$ cat config.mk
export PLATFORM = sky130hd
export DESIGN_NAME = sha1_message_digest_unit
export DESIGN_NICKNAME = d
export VERILOG_FILES = /design/src/sv/sha1_pkg.sv /design/src/sv/sha1_message_digest_unit.sv /design/src/sv/sha1_fifo.sv /design/src/sv/sha1_core.sv
export SDC_FILE = /design/constraint.sdc
export NUM_CORES = 2
export LEC_CHECK = 0
export ABC_AREA = 0
export BUFFER_PORTS_ARGS = -buffer_cell sky130_fd_sc_hd__buf_2
export CAP_MARGIN = 0
export CORE_MARGIN = 2
export CORE_UTILIZATION = 65
export CTS_BUF_LIST = sky130_fd_sc_hd__clkbuf_4 sky130_fd_sc_hd__clkbuf_8
export CTS_CLUSTER_DIAMETER = 60
export DETAILED_ROUTE_END_ITERATION = 10
export HOLD_SLACK_MARGIN = 0.06
export PLACE_DENSITY = 0.8
export REMOVE_ABC_BUFFERS = 1
export SYNTH_ARGS = -nofsm -noshare
export SYNTH_HDL_FRONTEND = slang
export SYNTH_SLANG_ARGS = --single-unit
$ cat constraint.sdc
create_clock -name clk_i -period 23.4 [get_ports clk_i]
set_input_delay 1.17 -clock clk_i [delete_from_list [all_inputs] [get_ports clk_i]]
set_output_delay 1.17 -clock clk_i [all_outputs]
set_load 0.1 [all_outputs]
$ cat src/sv/sha1_pkg.sv
// Package for the SHA-1 message digest unit: constants, types and round helpers.
// Used by all modules of the block; depends on nothing.
`default_nettype none
package sha1_pkg;
  localparam logic [31:0] H0 = 32'h67452301;
  localparam logic [31:0] H1 = 32'hefcdab89;
  localparam logic [31:0] H2 = 32'h98badcfe;
  localparam logic [31:0] H3 = 32'h10325476;
  localparam logic [31:0] H4 = 32'hc3d2e1f0;
  localparam logic [31:0] K0 = 32'h5a827999;
  localparam logic [31:0] K1 = 32'h6ed9eba1;
  localparam logic [31:0] K2 = 32'h8f1bbcdc;
  localparam logic [31:0] K3 = 32'hca62c1d6;
  localparam logic [7:0]  PadByte = 8'h80;

  // One classified input transaction, as queued between front and back.
  typedef struct packed {
    logic [7:0] data;
    logic       valid;
    logic       last;
  } sha1_item_t;

  // Round function and constant for round number r.
  function automatic logic [31:0] round_f(input logic [6:0] r, input logic [31:0] b,
                                          input logic [31:0] c, input logic [31:0] d);
    logic [31:0] f;
    begin
      if (r < 7'd20) f = (b & c) | (~b & d);
      else if (r < 7'd40) f = b ^ c ^ d;
      else if (r < 7'd60) f = (b & c) | (b & d) | (c & d);
      else f = b ^ c ^ d;
      return f;
    end
  endfunction

  function automatic logic [31:0] round_k(input logic [6:0] r);
    logic [31:0] k;
    begin
      if (r < 7'd20) k = K0;
      else if (r < 7'd40) k = K1;
      else if (r < 7'd60) k = K2;
      else k = K3;
      return k;
    end
  endfunction
endpackage
`default_nettype wire

$ cat src/sv/sha1_message_digest_unit.sv
// SHA-1 message digest unit, top level.
// Channels: s_axis carries one message byte per transaction with tuser marking
// it as a message byte and tlast ending the message; m_axis returns five digest
// words, most significant first, tlast on the fifth word.
// Throughput: the back end absorbs one byte at a time; the byte that fills
// a 64-byte block holds it while the block compresses, one round per cycle.
// After the message's last transaction is accepted, the back end pads the
// message (in a further block when the last byte filled one), appends the
// length (in a further block when it does not fit) and compresses before the
// first digest word appears; then five output transactions follow, one per
// cycle at best. A four-entry queue decouples the input side so bytes keep
// being accepted while a block compresses.
// Reset clears the queue, the chaining values to the SHA-1 initial values,
// and all counters. When the receiver stalls, the current digest word holds
// and the back end waits; the input queue fills and then deasserts tready.
// Depends on sha1_pkg, sha1_fifo and sha1_core.
`default_nettype none
module sha1_message_digest_unit
  import sha1_pkg::*;
(
  input  wire         clk_i,
  input  wire         rst_ni,
  input  wire         s_axis_tvalid,
  output logic        s_axis_tready,
  input  wire  [7:0]  s_axis_tdata,   // data_byte
  input  wire         s_axis_tuser,   // byte_valid
  input  wire         s_axis_tlast,   // last_byte
  output logic        m_axis_tvalid,
  input  wire         m_axis_tready,
  output logic [39:0] m_axis_tdata,   // digest_word [31:0], word_index [34:32], zeros
  output logic        m_axis_tlast    // last_word
);
  sha1_item_t in_item, q_item;
  logic       q_valid, q_ready;
  logic [31:0] word;
  logic [2:0]  idx;

  // Front end: classify each transaction into a queued item.
  assign in_item = '{data: s_axis_tdata, valid: s_axis_tuser, last: s_axis_tlast};

  sha1_fifo u_fifo (
    .clk_i, .rst_ni,
    .wr_valid_i(s_axis_tvalid), .wr_ready_o(s_axis_tready), .wr_item_i(in_item),
    .rd_valid_o(q_valid), .rd_ready_i(q_ready), .rd_item_o(q_item)
  );

  sha1_core u_core (
    .clk_i, .rst_ni,
    .in_valid_i(q_valid), .in_ready_o(q_ready), .in_item_i(q_item),
    .out_valid_o(m_axis_tvalid), .out_ready_i(m_axis_tready),
    .out_word_o(word), .out_index_o(idx), .out_last_o(m_axis_tlast)
  );

  assign m_axis_tdata = {5'd0, idx, word};
endmodule
`default_nettype wire

$ cat src/sv/sha1_fifo.sv
// Short queue between the input front end and the hashing back end.
// Depends on sha1_pkg for the item type.
`default_nettype none
module sha1_fifo
  import sha1_pkg::*;
(
  input  wire        clk_i,
  input  wire        rst_ni,
  input  wire        wr_valid_i,
  output logic       wr_ready_o,
  input  sha1_item_t wr_item_i,
  output logic       rd_valid_o,
  input  wire        rd_ready_i,
  output sha1_item_t rd_item_o
);
  sha1_item_t  mem_q [4];
  logic [1:0]  wp_q, rp_q;
  logic [2:0]  cnt_q;
  logic        wr, rd;

  assign wr_ready_o = (cnt_q != 3'd4);
  assign rd_valid_o = (cnt_q != 3'd0);
  assign rd_item_o  = mem_q[rp_q];
  assign wr = wr_valid_i && wr_ready_o;
  assign rd = rd_valid_o && rd_ready_i;

  // Storage for queued transactions.
  always_ff @(posedge clk_i) begin
    if (wr) mem_q[wp_q] <= wr_item_i;
  end

  // Pointers and fill count.
  always_ff @(posedge clk_i or negedge rst_ni) begin
    if (!rst_ni) begin
      wp_q <= '0; rp_q <= '0; cnt_q <= '0;
    end else begin
      if (wr) wp_q <= wp_q + 2'd1;
      if (rd) rp_q <= rp_q + 2'd1;
      if (wr && !rd) cnt_q <= cnt_q + 3'd1;
      else if (rd && !wr) cnt_q <= cnt_q - 3'd1;
    end
  end
endmodule
`default_nettype wire

$ cat src/sv/sha1_core.sv
// Back end: block assembly, padding, 80-round compression and digest output.
// Depends on sha1_pkg.
`default_nettype none
module sha1_core
  import sha1_pkg::*;
(
  input  wire         clk_i,
  input  wire         rst_ni,
  input  wire         in_valid_i,
  output logic        in_ready_o,
  input  sha1_item_t  in_item_i,
  output logic        out_valid_o,
  input  wire         out_ready_i,
  output logic [31:0] out_word_o,
  output logic [2:0]  out_index_o,
  output logic        out_last_o
);
  localparam logic [2:0] StIdle = 3'd0;
  localparam logic [2:0] StRound = 3'd1;
  localparam logic [2:0] StPad = 3'd2;
  localparam logic [2:0] StLen = 3'd3;
  localparam logic [2:0] StOut = 3'd4;

  logic [2:0]  state_q, state_d;
  logic [31:0] h_q [5];
  logic [31:0] w_q [16];
  logic [31:0] a_q, b_q, c_q, d_q, e_q;
  logic [6:0]  rnd_q;
  logic [5:0]  pos_q;
  logic [60:0] len_q;
  logic        fin_q;     // the message has ended; padding and length follow
  logic        extra_q;   // the padding block had no room for the length
  logic        lenblk_q;  // the block under compression carries the length
  logic [2:0]  oidx_q;

  logic        take;
  logic        last_rnd;
  logic [31:0] wnew, tsum, bword;
  logic [3:0]  wi;
  logic [4:0]  sh;
  logic [63:0] bits;

  assign in_ready_o  = (state_q == StIdle);
  assign take        = in_valid_i && in_ready_o;
  assign out_valid_o = (state_q == StOut);
  assign out_word_o  = h_q[oidx_q];
  assign out_index_o = oidx_q;
  assign out_last_o  = (oidx_q == 3'd4);

  assign last_rnd = (rnd_q == 7'd79);
  assign wi    = pos_q[5:2];
  assign sh    = 5'd24 - {pos_q[1:0], 3'b000};
  assign bits  = {len_q, 3'b000};
  assign wnew  = {w_q[13][30:0] ^ w_q[8][30:0] ^ w_q[2][30:0] ^ w_q[0][30:0],
                  w_q[13][31] ^ w_q[8][31] ^ w_q[2][31] ^ w_q[0][31]};
  assign tsum  = {a_q[26:0], a_q[31:27]} + round_f(rnd_q, b_q, c_q, d_q) + e_q
                 + round_k(rnd_q) + w_q[0];

  // A byte at the start of a word replaces it; later bytes merge into it.
  always_comb begin
    bword = w_q[wi];
    if (pos_q[1:0] == 2'd0) bword = '0;
  end

  // Next state.
  always_comb begin
    state_d = state_q;
    unique case (state_q)
      StIdle: if (take) begin
        if (in_item_i.valid && pos_q == 6'd63) state_d = StRound;
        else if (in_item_i.last) state_d = StPad;
      end
      StRound: if (last_rnd) begin
        if (!fin_q) state_d = StIdle;
        else if (lenblk_q) state_d = StOut;
        else if (extra_q) state_d = StLen;
        else state_d = StPad;
      end
      StPad:   state_d = (pos_q >= 6'd56) ? StRound : StLen;
      StLen:   state_d = StRound;
      StOut:   if (out_ready_i && oidx_q == 3'd4) state_d = StIdle;
      default: state_d = StIdle;
    endcase
  end

  // Control registers, chaining values and counters.
  always_ff @(posedge clk_i or negedge rst_ni) begin
    if (!rst_ni) begin
      state_q <= StIdle;
      h_q[0] <= H0; h_q[1] <= H1; h_q[2] <= H2; h_q[3] <= H3; h_q[4] <= H4;
      pos_q <= '0; len_q <= '0; rnd_q <= '0; fin_q <= 1'b0; extra_q <= 1'b0;
      lenblk_q <= 1'b0; oidx_q <= '0;
    end else begin
      state_q <= state_d;
      if (state_q == StRound) rnd_q <= rnd_q + 7'd1;
      else rnd_q <= '0;
      unique case (state_q)
        StIdle: if (take) begin
          fin_q <= in_item_i.last;
          if (in_item_i.valid) begin
            len_q <= len_q + 61'd1;
            pos_q <= pos_q + 6'd1;
          end
        end
        StRound: if (last_rnd) begin
          h_q[0] <= h_q[0] + tsum;
          h_q[1] <= h_q[1] + a_q;
          h_q[2] <= h_q[2] + {b_q[1:0], b_q[31:2]};
          h_q[3] <= h_q[3] + c_q;
          h_q[4] <= h_q[4] + d_q;
        end
        StPad: begin
          pos_q <= '0;
          extra_q <= (pos_q >= 6'd56);
        end
        StLen: lenblk_q <= 1'b1;
        StOut: if (out_ready_i) begin
          if (oidx_q == 3'd4) begin
            h_q[0] <= H0; h_q[1] <= H1; h_q[2] <= H2; h_q[3] <= H3; h_q[4] <= H4;
            pos_q <= '0; len_q <= '0; fin_q <= 1'b0; extra_q <= 1'b0;
            lenblk_q <= 1'b0; oidx_q <= '0;
          end else begin
            oidx_q <= oidx_q + 3'd1;
          end
        end
        default: ;
      endcase
    end
  end

  // Message schedule window and working variables.
  always_ff @(posedge clk_i) begin
    case (state_q)
      StIdle: if (take && in_item_i.valid) begin
        w_q[wi] <= bword | ({24'd0, in_item_i.data} << sh);
      end
      StRound: begin
        for (int j = 0; j < 15; j++) w_q[j] <= w_q[j+1];
        w_q[15] <= wnew;
        a_q <= tsum; b_q <= a_q; c_q <= {b_q[1:0], b_q[31:2]}; d_q <= c_q; e_q <= d_q;
      end
      StPad: begin
        for (int j = 0; j < 16; j++)
          if (4'(j) > wi) w_q[j] <= '0;
        w_q[wi] <= bword | ({24'd0, PadByte} << sh);
      end
      StLen: begin
        // A length-only block starts from zeros.
        if (extra_q) begin
          for (int j = 0; j < 14; j++) w_q[j] <= '0;
        end
        w_q[14] <= bits[63:32];
        w_q[15] <= bits[31:0];
      end
      default: ;
    endcase
    // Load the working variables as a compression begins.
    if (state_d == StRound && state_q != StRound) begin
      a_q <= h_q[0]; b_q <= h_q[1]; c_q <= h_q[2]; d_q <= h_q[3]; e_q <= h_q[4];
    end
  end
endmodule
`default_nettype wire
Word level (Yosys, flattened, before mapping)
Memory sizes are Yosys's and may differ from the RTL's.
Cells that the tools add are included.

cells by class
  $add $sub $neg = 18
  $lt $le $gt $ge = 21
  eq/ne operators = 15
  shifts and indexed selects = 2
  multiplexer cells = 152
  bitwise logic cells = 52
  reductions and logical operators = 28

operators by type and width
  cell                     count
  $mux W32                 52
  $mux W160                3
  $pmux W160 S2            1
  $add A32 B32 Y32         9
  $mux W61                 4
  $or A32 B32 Y32          5
  $and A32 B32 Y32         4
  $pmux W61 S2             1
  $bmux W32 S3             1
  $xor A31 B31 Y31         3
  $mux W1                  67
  $xor A32 B32 Y32         2
  $add A61 B1 Y61 const B  1
  $or A1 B1 Y1             33
  $gt A4 B4 Y1 const A     8
  $not A32 Y32             1
  $reduce_or A32 Y1        1
  $shl A8 B5 Y32           1
  $shl A8 B5 Y32 const A   1
  $mux W31                 1
  $mux W3                  10
  $mux W6                  4
  $pmux W6 S3              1
  $gt A3 B4 Y1 const A     4
  38 further kinds         70

word-level totals
  register bits = 410
  RAM bits = 552
  input port bits = 14
  memories = 2

memory list
  memory        depth  bits a word  rd ports  clocked after memory_dff  write ports  line             text
  u_core.w_q    16     32           17        0                         16           sha1_core.sv:26  logic [31:0] w_q [16];
  u_fifo.mem_q  4      10           1         0                         1            sha1_fifo.sv:16  sha1_item_t mem_q [4];

Depth between registers and ports, before layout
  depth in word-level cells = 13
  mapped depth = 38

Hierarchy
A second synthesis with hierarchy kept.

unflattened totals
  cells, all modules = 6319
  area total of the unflattened synthesis = 59330.7 µm²

by module, submodules not included
  module                    times used  cells each  area an instance (µm²)  seq. area each (µm²)
  sha1_core                 1           6226        57411.3                 23157.2
  sha1_fifo                 1           87          1878.1                  1376.3
  sha1_message_digest_unit  1           6           41.3                    0.0

Worst setup path after synthesis
OpenSTA, ideal clock, no wires.

  kind = flip-flop to flip-flop
  start point = register u_core.rnd_q[4]
  end point = register u_core.h_q[159] in the netlist's numbering
  data arrival time = 7337 ps
  required time = 23331 ps
  path slack = 15994 ps
  cell stages (with the launch flop) = 35
  path buffers = 3
  path through = dfrtp_1 clkbuf_1 a41o_1 or2_1 buf_2 nand2_1 clkbuf_1 nor2_1 nor2_1 fa_1 fa_1 inv_1 fa_1 inv_1 ha_1 a21o_1 a21o_1 a2111oi_0 nor2_1 a21o_1 a21o_1 a21oi_1 xnor2_1 ha_1 a21oi_1 o21ai_1 a311oi_1 a21oi_1 a211o_1 nand4_1 a21oi_1 a31oi_1 xnor2_1 or3_1 nand3_1

on the way
  cells in the longest elaborated chain, start to end = 11

RTL lines
  element                         line                            text
  start, declared                 sha1_core.sv:28                 logic [6:0] rnd_q;
  start signal, assigned          sha1_core.sv:95                 if (state_q == StRound) rnd_q <= rnd_q + 7'd1;
  $lt A7 B6 Y1                    sha1_pkg.sv:30, sha1_pkg.sv:41
  $mux W32                        sha1_pkg.sv:30                  else if (r < 7'd60) f = (b & c) | (b & d) | (c & d);
  $mux W32                        sha1_pkg.sv:29                  else if (r < 7'd40) f = b ^ c ^ d;
  $mux W32                        sha1_pkg.sv:28                  if (r < 7'd20) f = (b & c) | (~b & d);
  $add A32 B32 Y32 (2 in series)  sha1_core.sv:56                 assign tsum = {a_q[26:0], a_q[31:27]} + round_f(rnd_q, b_q, c_q, d_q) + e_q
  $add A32 B32 Y32 (2 in series)  sha1_core.sv:57                 + round_k(rnd_q) + w_q[0];
  $add A32 B32 Y32                sha1_core.sv:106                h_q[0] <= h_q[0] + tsum;
  $mux W160                       sha1_core.sv:105                StRound: if (last_rnd) begin
  $pmux W160 S2                   sha1_core.sv:97                 unique case (state_q)
  end, declared                   sha1_core.sv:25                 logic [31:0] h_q [5];

Several ways; a longest one is shown, not always the timed one. The select of a mux whose other input is x is not followed.
A chain may end at the register's enable or synchronous reset.

Worst setup path after layout
  start point = register u_core.rnd_q[2]
  end point = register u_core.h_q[159] in the netlist's numbering

Same word-level chain as after synthesis.

==> impl_metrics.yaml <==
worst_setup_path:
  cp-startpoint: "u_core.rnd_q[2]"
  crit_top_cell: "a21oi_1"
  critPathKind: "reg -> reg"
  crit_arrival_ns: 9.36
  startpoint_type: "flip-flop"
  end_kind: "flip-flop"
  timing.rr.start: "u_core.rnd_q[2]"
  cp.required_ns: 24.18
  critPathSlowestCell: "a2111oi_0"
  crit_fanout: 35
  ff2ff_path_depth: 32
  r2r-end: "u_core.h_q[159]"
  crit_path_end: "u_core.h_q[159]"
  cp_slowest_stage_delay_ns: 0.68
  r2r_setup_slack_ns: 14.82
final_layout:
  layout.nets: 6681
  layout-drive-gt1-share: 0.116
  syn2layout_area_growth_pct: 7.88
  finalNonFillerCells: 7644
sta:
  finalHoldViolations: 0
  setup_viol: 0
  fmax_ghz: 0.117
  min_period_over_period: 0.367
  worst-slew-pin-transition_ns: 1.37
  finalCriticalPeriod_ns: 8.58
  relSlewSlack: 0.0838
  maxSlewViolCount: 0
  fin_worst_skew_ns: 0.0560
  rsz0062_at_grt: "false"
cts:
  cts_buffers: 166
  clockBufferDepth: 3
  cts-root-buf: "clkbuf_8"
  postCtsSetupRepairBufs: 0
  cts.repair.resized: 0
  hold_buffers: 0
  path_clk_slew_ns: 0.06
  clk_latency_ns: 0.89
  cts_htree_levels: 4
  cts_sinks: 962
  tritoncts: "done"
die:
  die_h_um: 307
  start_util: 0.653
  placementRows: 111
  die_width_um: 307
  core-area_um2: 91400
  die_area_um2: 94300
  io_pins: 57
flow_run:
  max_cap_viol_count: 0
yosys:
  yosysUniqueCellTypes: 81
  ys.flop_type: "edfxtp_1"
  syn-instance-count: 6445
  synthTopCellsByCount: "1277 x nand2_1, 605 x a21oi_1, 399 x nor2_1, 392 x edfxtp_1, 383 x clkbuf_1"
  ys_warn_count: 0
  synth-seq-cells: 962
  synth-edff-count: 392
  synth_top_cell_by_area: "edfxtp_1"
  synth_area_leaders: "edfxtp_1 20%, dfxtp_1 11%, nand2_1 8.0%, dfrtp_1 7.1%, mux4_2 6.4%"
  async_flop_share: 0.260
  yosysSeqAreaShare: 0.411
  synth_area_per_cell_um2: 9.27
  yosysMostFrequentCell: "nand2_1"
  syn_area_um2: 59700
  synth_top_area_frac: 0.197
drt:
  firstDrtPassIters: 7
  detail_route.wl_per_cell_um: 24.3
  vias: 51500
  drt_iter0_markers: 6937
  ant_nets: 0
  finalWirelength_um: 186000
  via_per_inst: 6.74
  drc: 0
grt:
  grt_util_all_layers: 0.393
  grt_max_degree: 186
  grt-ovfl-total: 0
  grt_pass1_wl_um: 287000
  grt_pass1_vias: 50000
  antenna_found_initial: 4
placement:
  dpl.cell_count: 7327
  portBuffers: 51
  gp_congestion: 0.945
  place_hpwl_um: 116000
outcome:
  status: "finished, final reports clean"
hold_path:
  worstHoldPathType: "in -> async"
[how the worst min path moves through the flow]
| stage | slack [ns] | depth (start not counted) | endpoint |
|---|---|---|---|
| floorplan | 0.43 | 1 | u_core.rnd_q[0] |
| global route | 0.46 | 2 | u_core.w_q[2][9] |
| finish | 0.42 | 1 | u_core.h_q[35] |
| CTS | 0.40 | 1 | u_core.h_q[9] |
| global placement | 0.45 | 2 | u_core.w_q[3][21] |
| detailed placement | 0.45 | 1 | u_core.rnd_q[0] |
[layout by cell type (no fill, tap or decap), types with 16 or more instances in the layout]
cell      instances
clkbuf_4         73
nand3_1         140
nand2b_1         39
nand4_1          18
a21o_1           88
o21a_1           22
dfxtp_1         320
fa_1            125
o32ai_1          19
o22ai_1         100
nor2b_1          49
a21oi_1         604
buf_2            50
dfrtp_1         163
nand2_1        1273
buf_4            76
nor2_1          388
clkinv_2         16
or3_1            27
mux2i_1         120
o21ai_0         172
edfxtp_1        392
o21ai_1         206
ha_1            233
a31oi_1          19
nor3_1           76
o21bai_1         23
dfstp_2          80
a211oi_1         66
and3_1           42
clkbuf_8        199
xnor2_1         194
mux4_2          171
o31ai_1          16
xor2_1          124
inv_1           235
o211ai_1        269
[flip-flops by register name, summed over array words and instances, names as in the netlist, 7 cells and up]
register      count
u_core.c_q       32
u_core.rnd_q      7
u_fifo.mem_q     40
u_core.a_q       32
u_core.len_q     61
u_core.b_q       32
u_core.w_q      512
u_core.h_q      160
u_core.e_q       32
u_core.d_q       32
[routing by layer]
| metal | routed length [um] | vias up | global-route usage |
|---|---|---|---|
| li1 | - | 22700 | - |
| met1 | 68400 | 24600 | 0.502 |
| met2 | 84400 | 3381 | 0.615 |
| met3 | 20900 | 764 | 0.0885 |
| met4 | 12200 | 6 | 0.236 |
| met5 | 48 | - | 0 |
[layout make-up]
type	instances	area, um2
multi-input combinational	4813	32900
fill	6821	27000
sequential	962	24600
clock buffer	272	3290
tap	1186	1480
timing repair buffer	131	916
inverter	235	882
clock inverter	42	369
antenna	3	7.51
[metrics by stage]
| stage | hold WS, ns | area (um2) | worst slack [ns] | util | TNS, ns |
|---|---|---|---|---|---|
| floorplan | 0.433 | 58000 | -9.72 | - | -1436.41 |
| global placement | 0.450 | 60800 | 14.96 | 0.665 | 0 |
| detailed placement | 0.454 | 60800 | 14.95 | 0.665 | 0 |
| CTS | 0.397 | 64400 | 14.89 | 0.705 | 0 |
| global route | 0.459 | 64400 | 14.22 | 0.705 | 0 |
| finish | 0.424 | 64400 | 14.82 | 0.705 | 0 |
[cell families (layout without fill, tap and decap cells)]
kind of cell | count (synthesis) | in the layout | synth area share
mux | 299 | 299 | 0.0861
other cells | 1 | 8 | 0.0000628
buf+inv | 674 | 680 | 0.0430
xor+xnor | 318 | 318 | 0.0466
fa+ha+maj | 358 | 358 | 0.0907
simple gates | 2121 | 2121 | 0.148
compound gates | 1712 | 1712 | 0.175
flops | 962 | 962 | 0.411
[critical path: cells and delay by family (launching register included)]
kind / cells / cell delay (ns)
compound gates: 11 / 3.33
fa+ha+maj: 5 / 2.23
simple gates: 10 / 1.55
buf+inv: 4 / 0.68
flops: 1 / 0.45
xor+xnor: 2 / 0.27
Power is left out: the tool's default activity adds up to more than one toggle a clock period on the data nets, which glitch-free logic cannot reach.
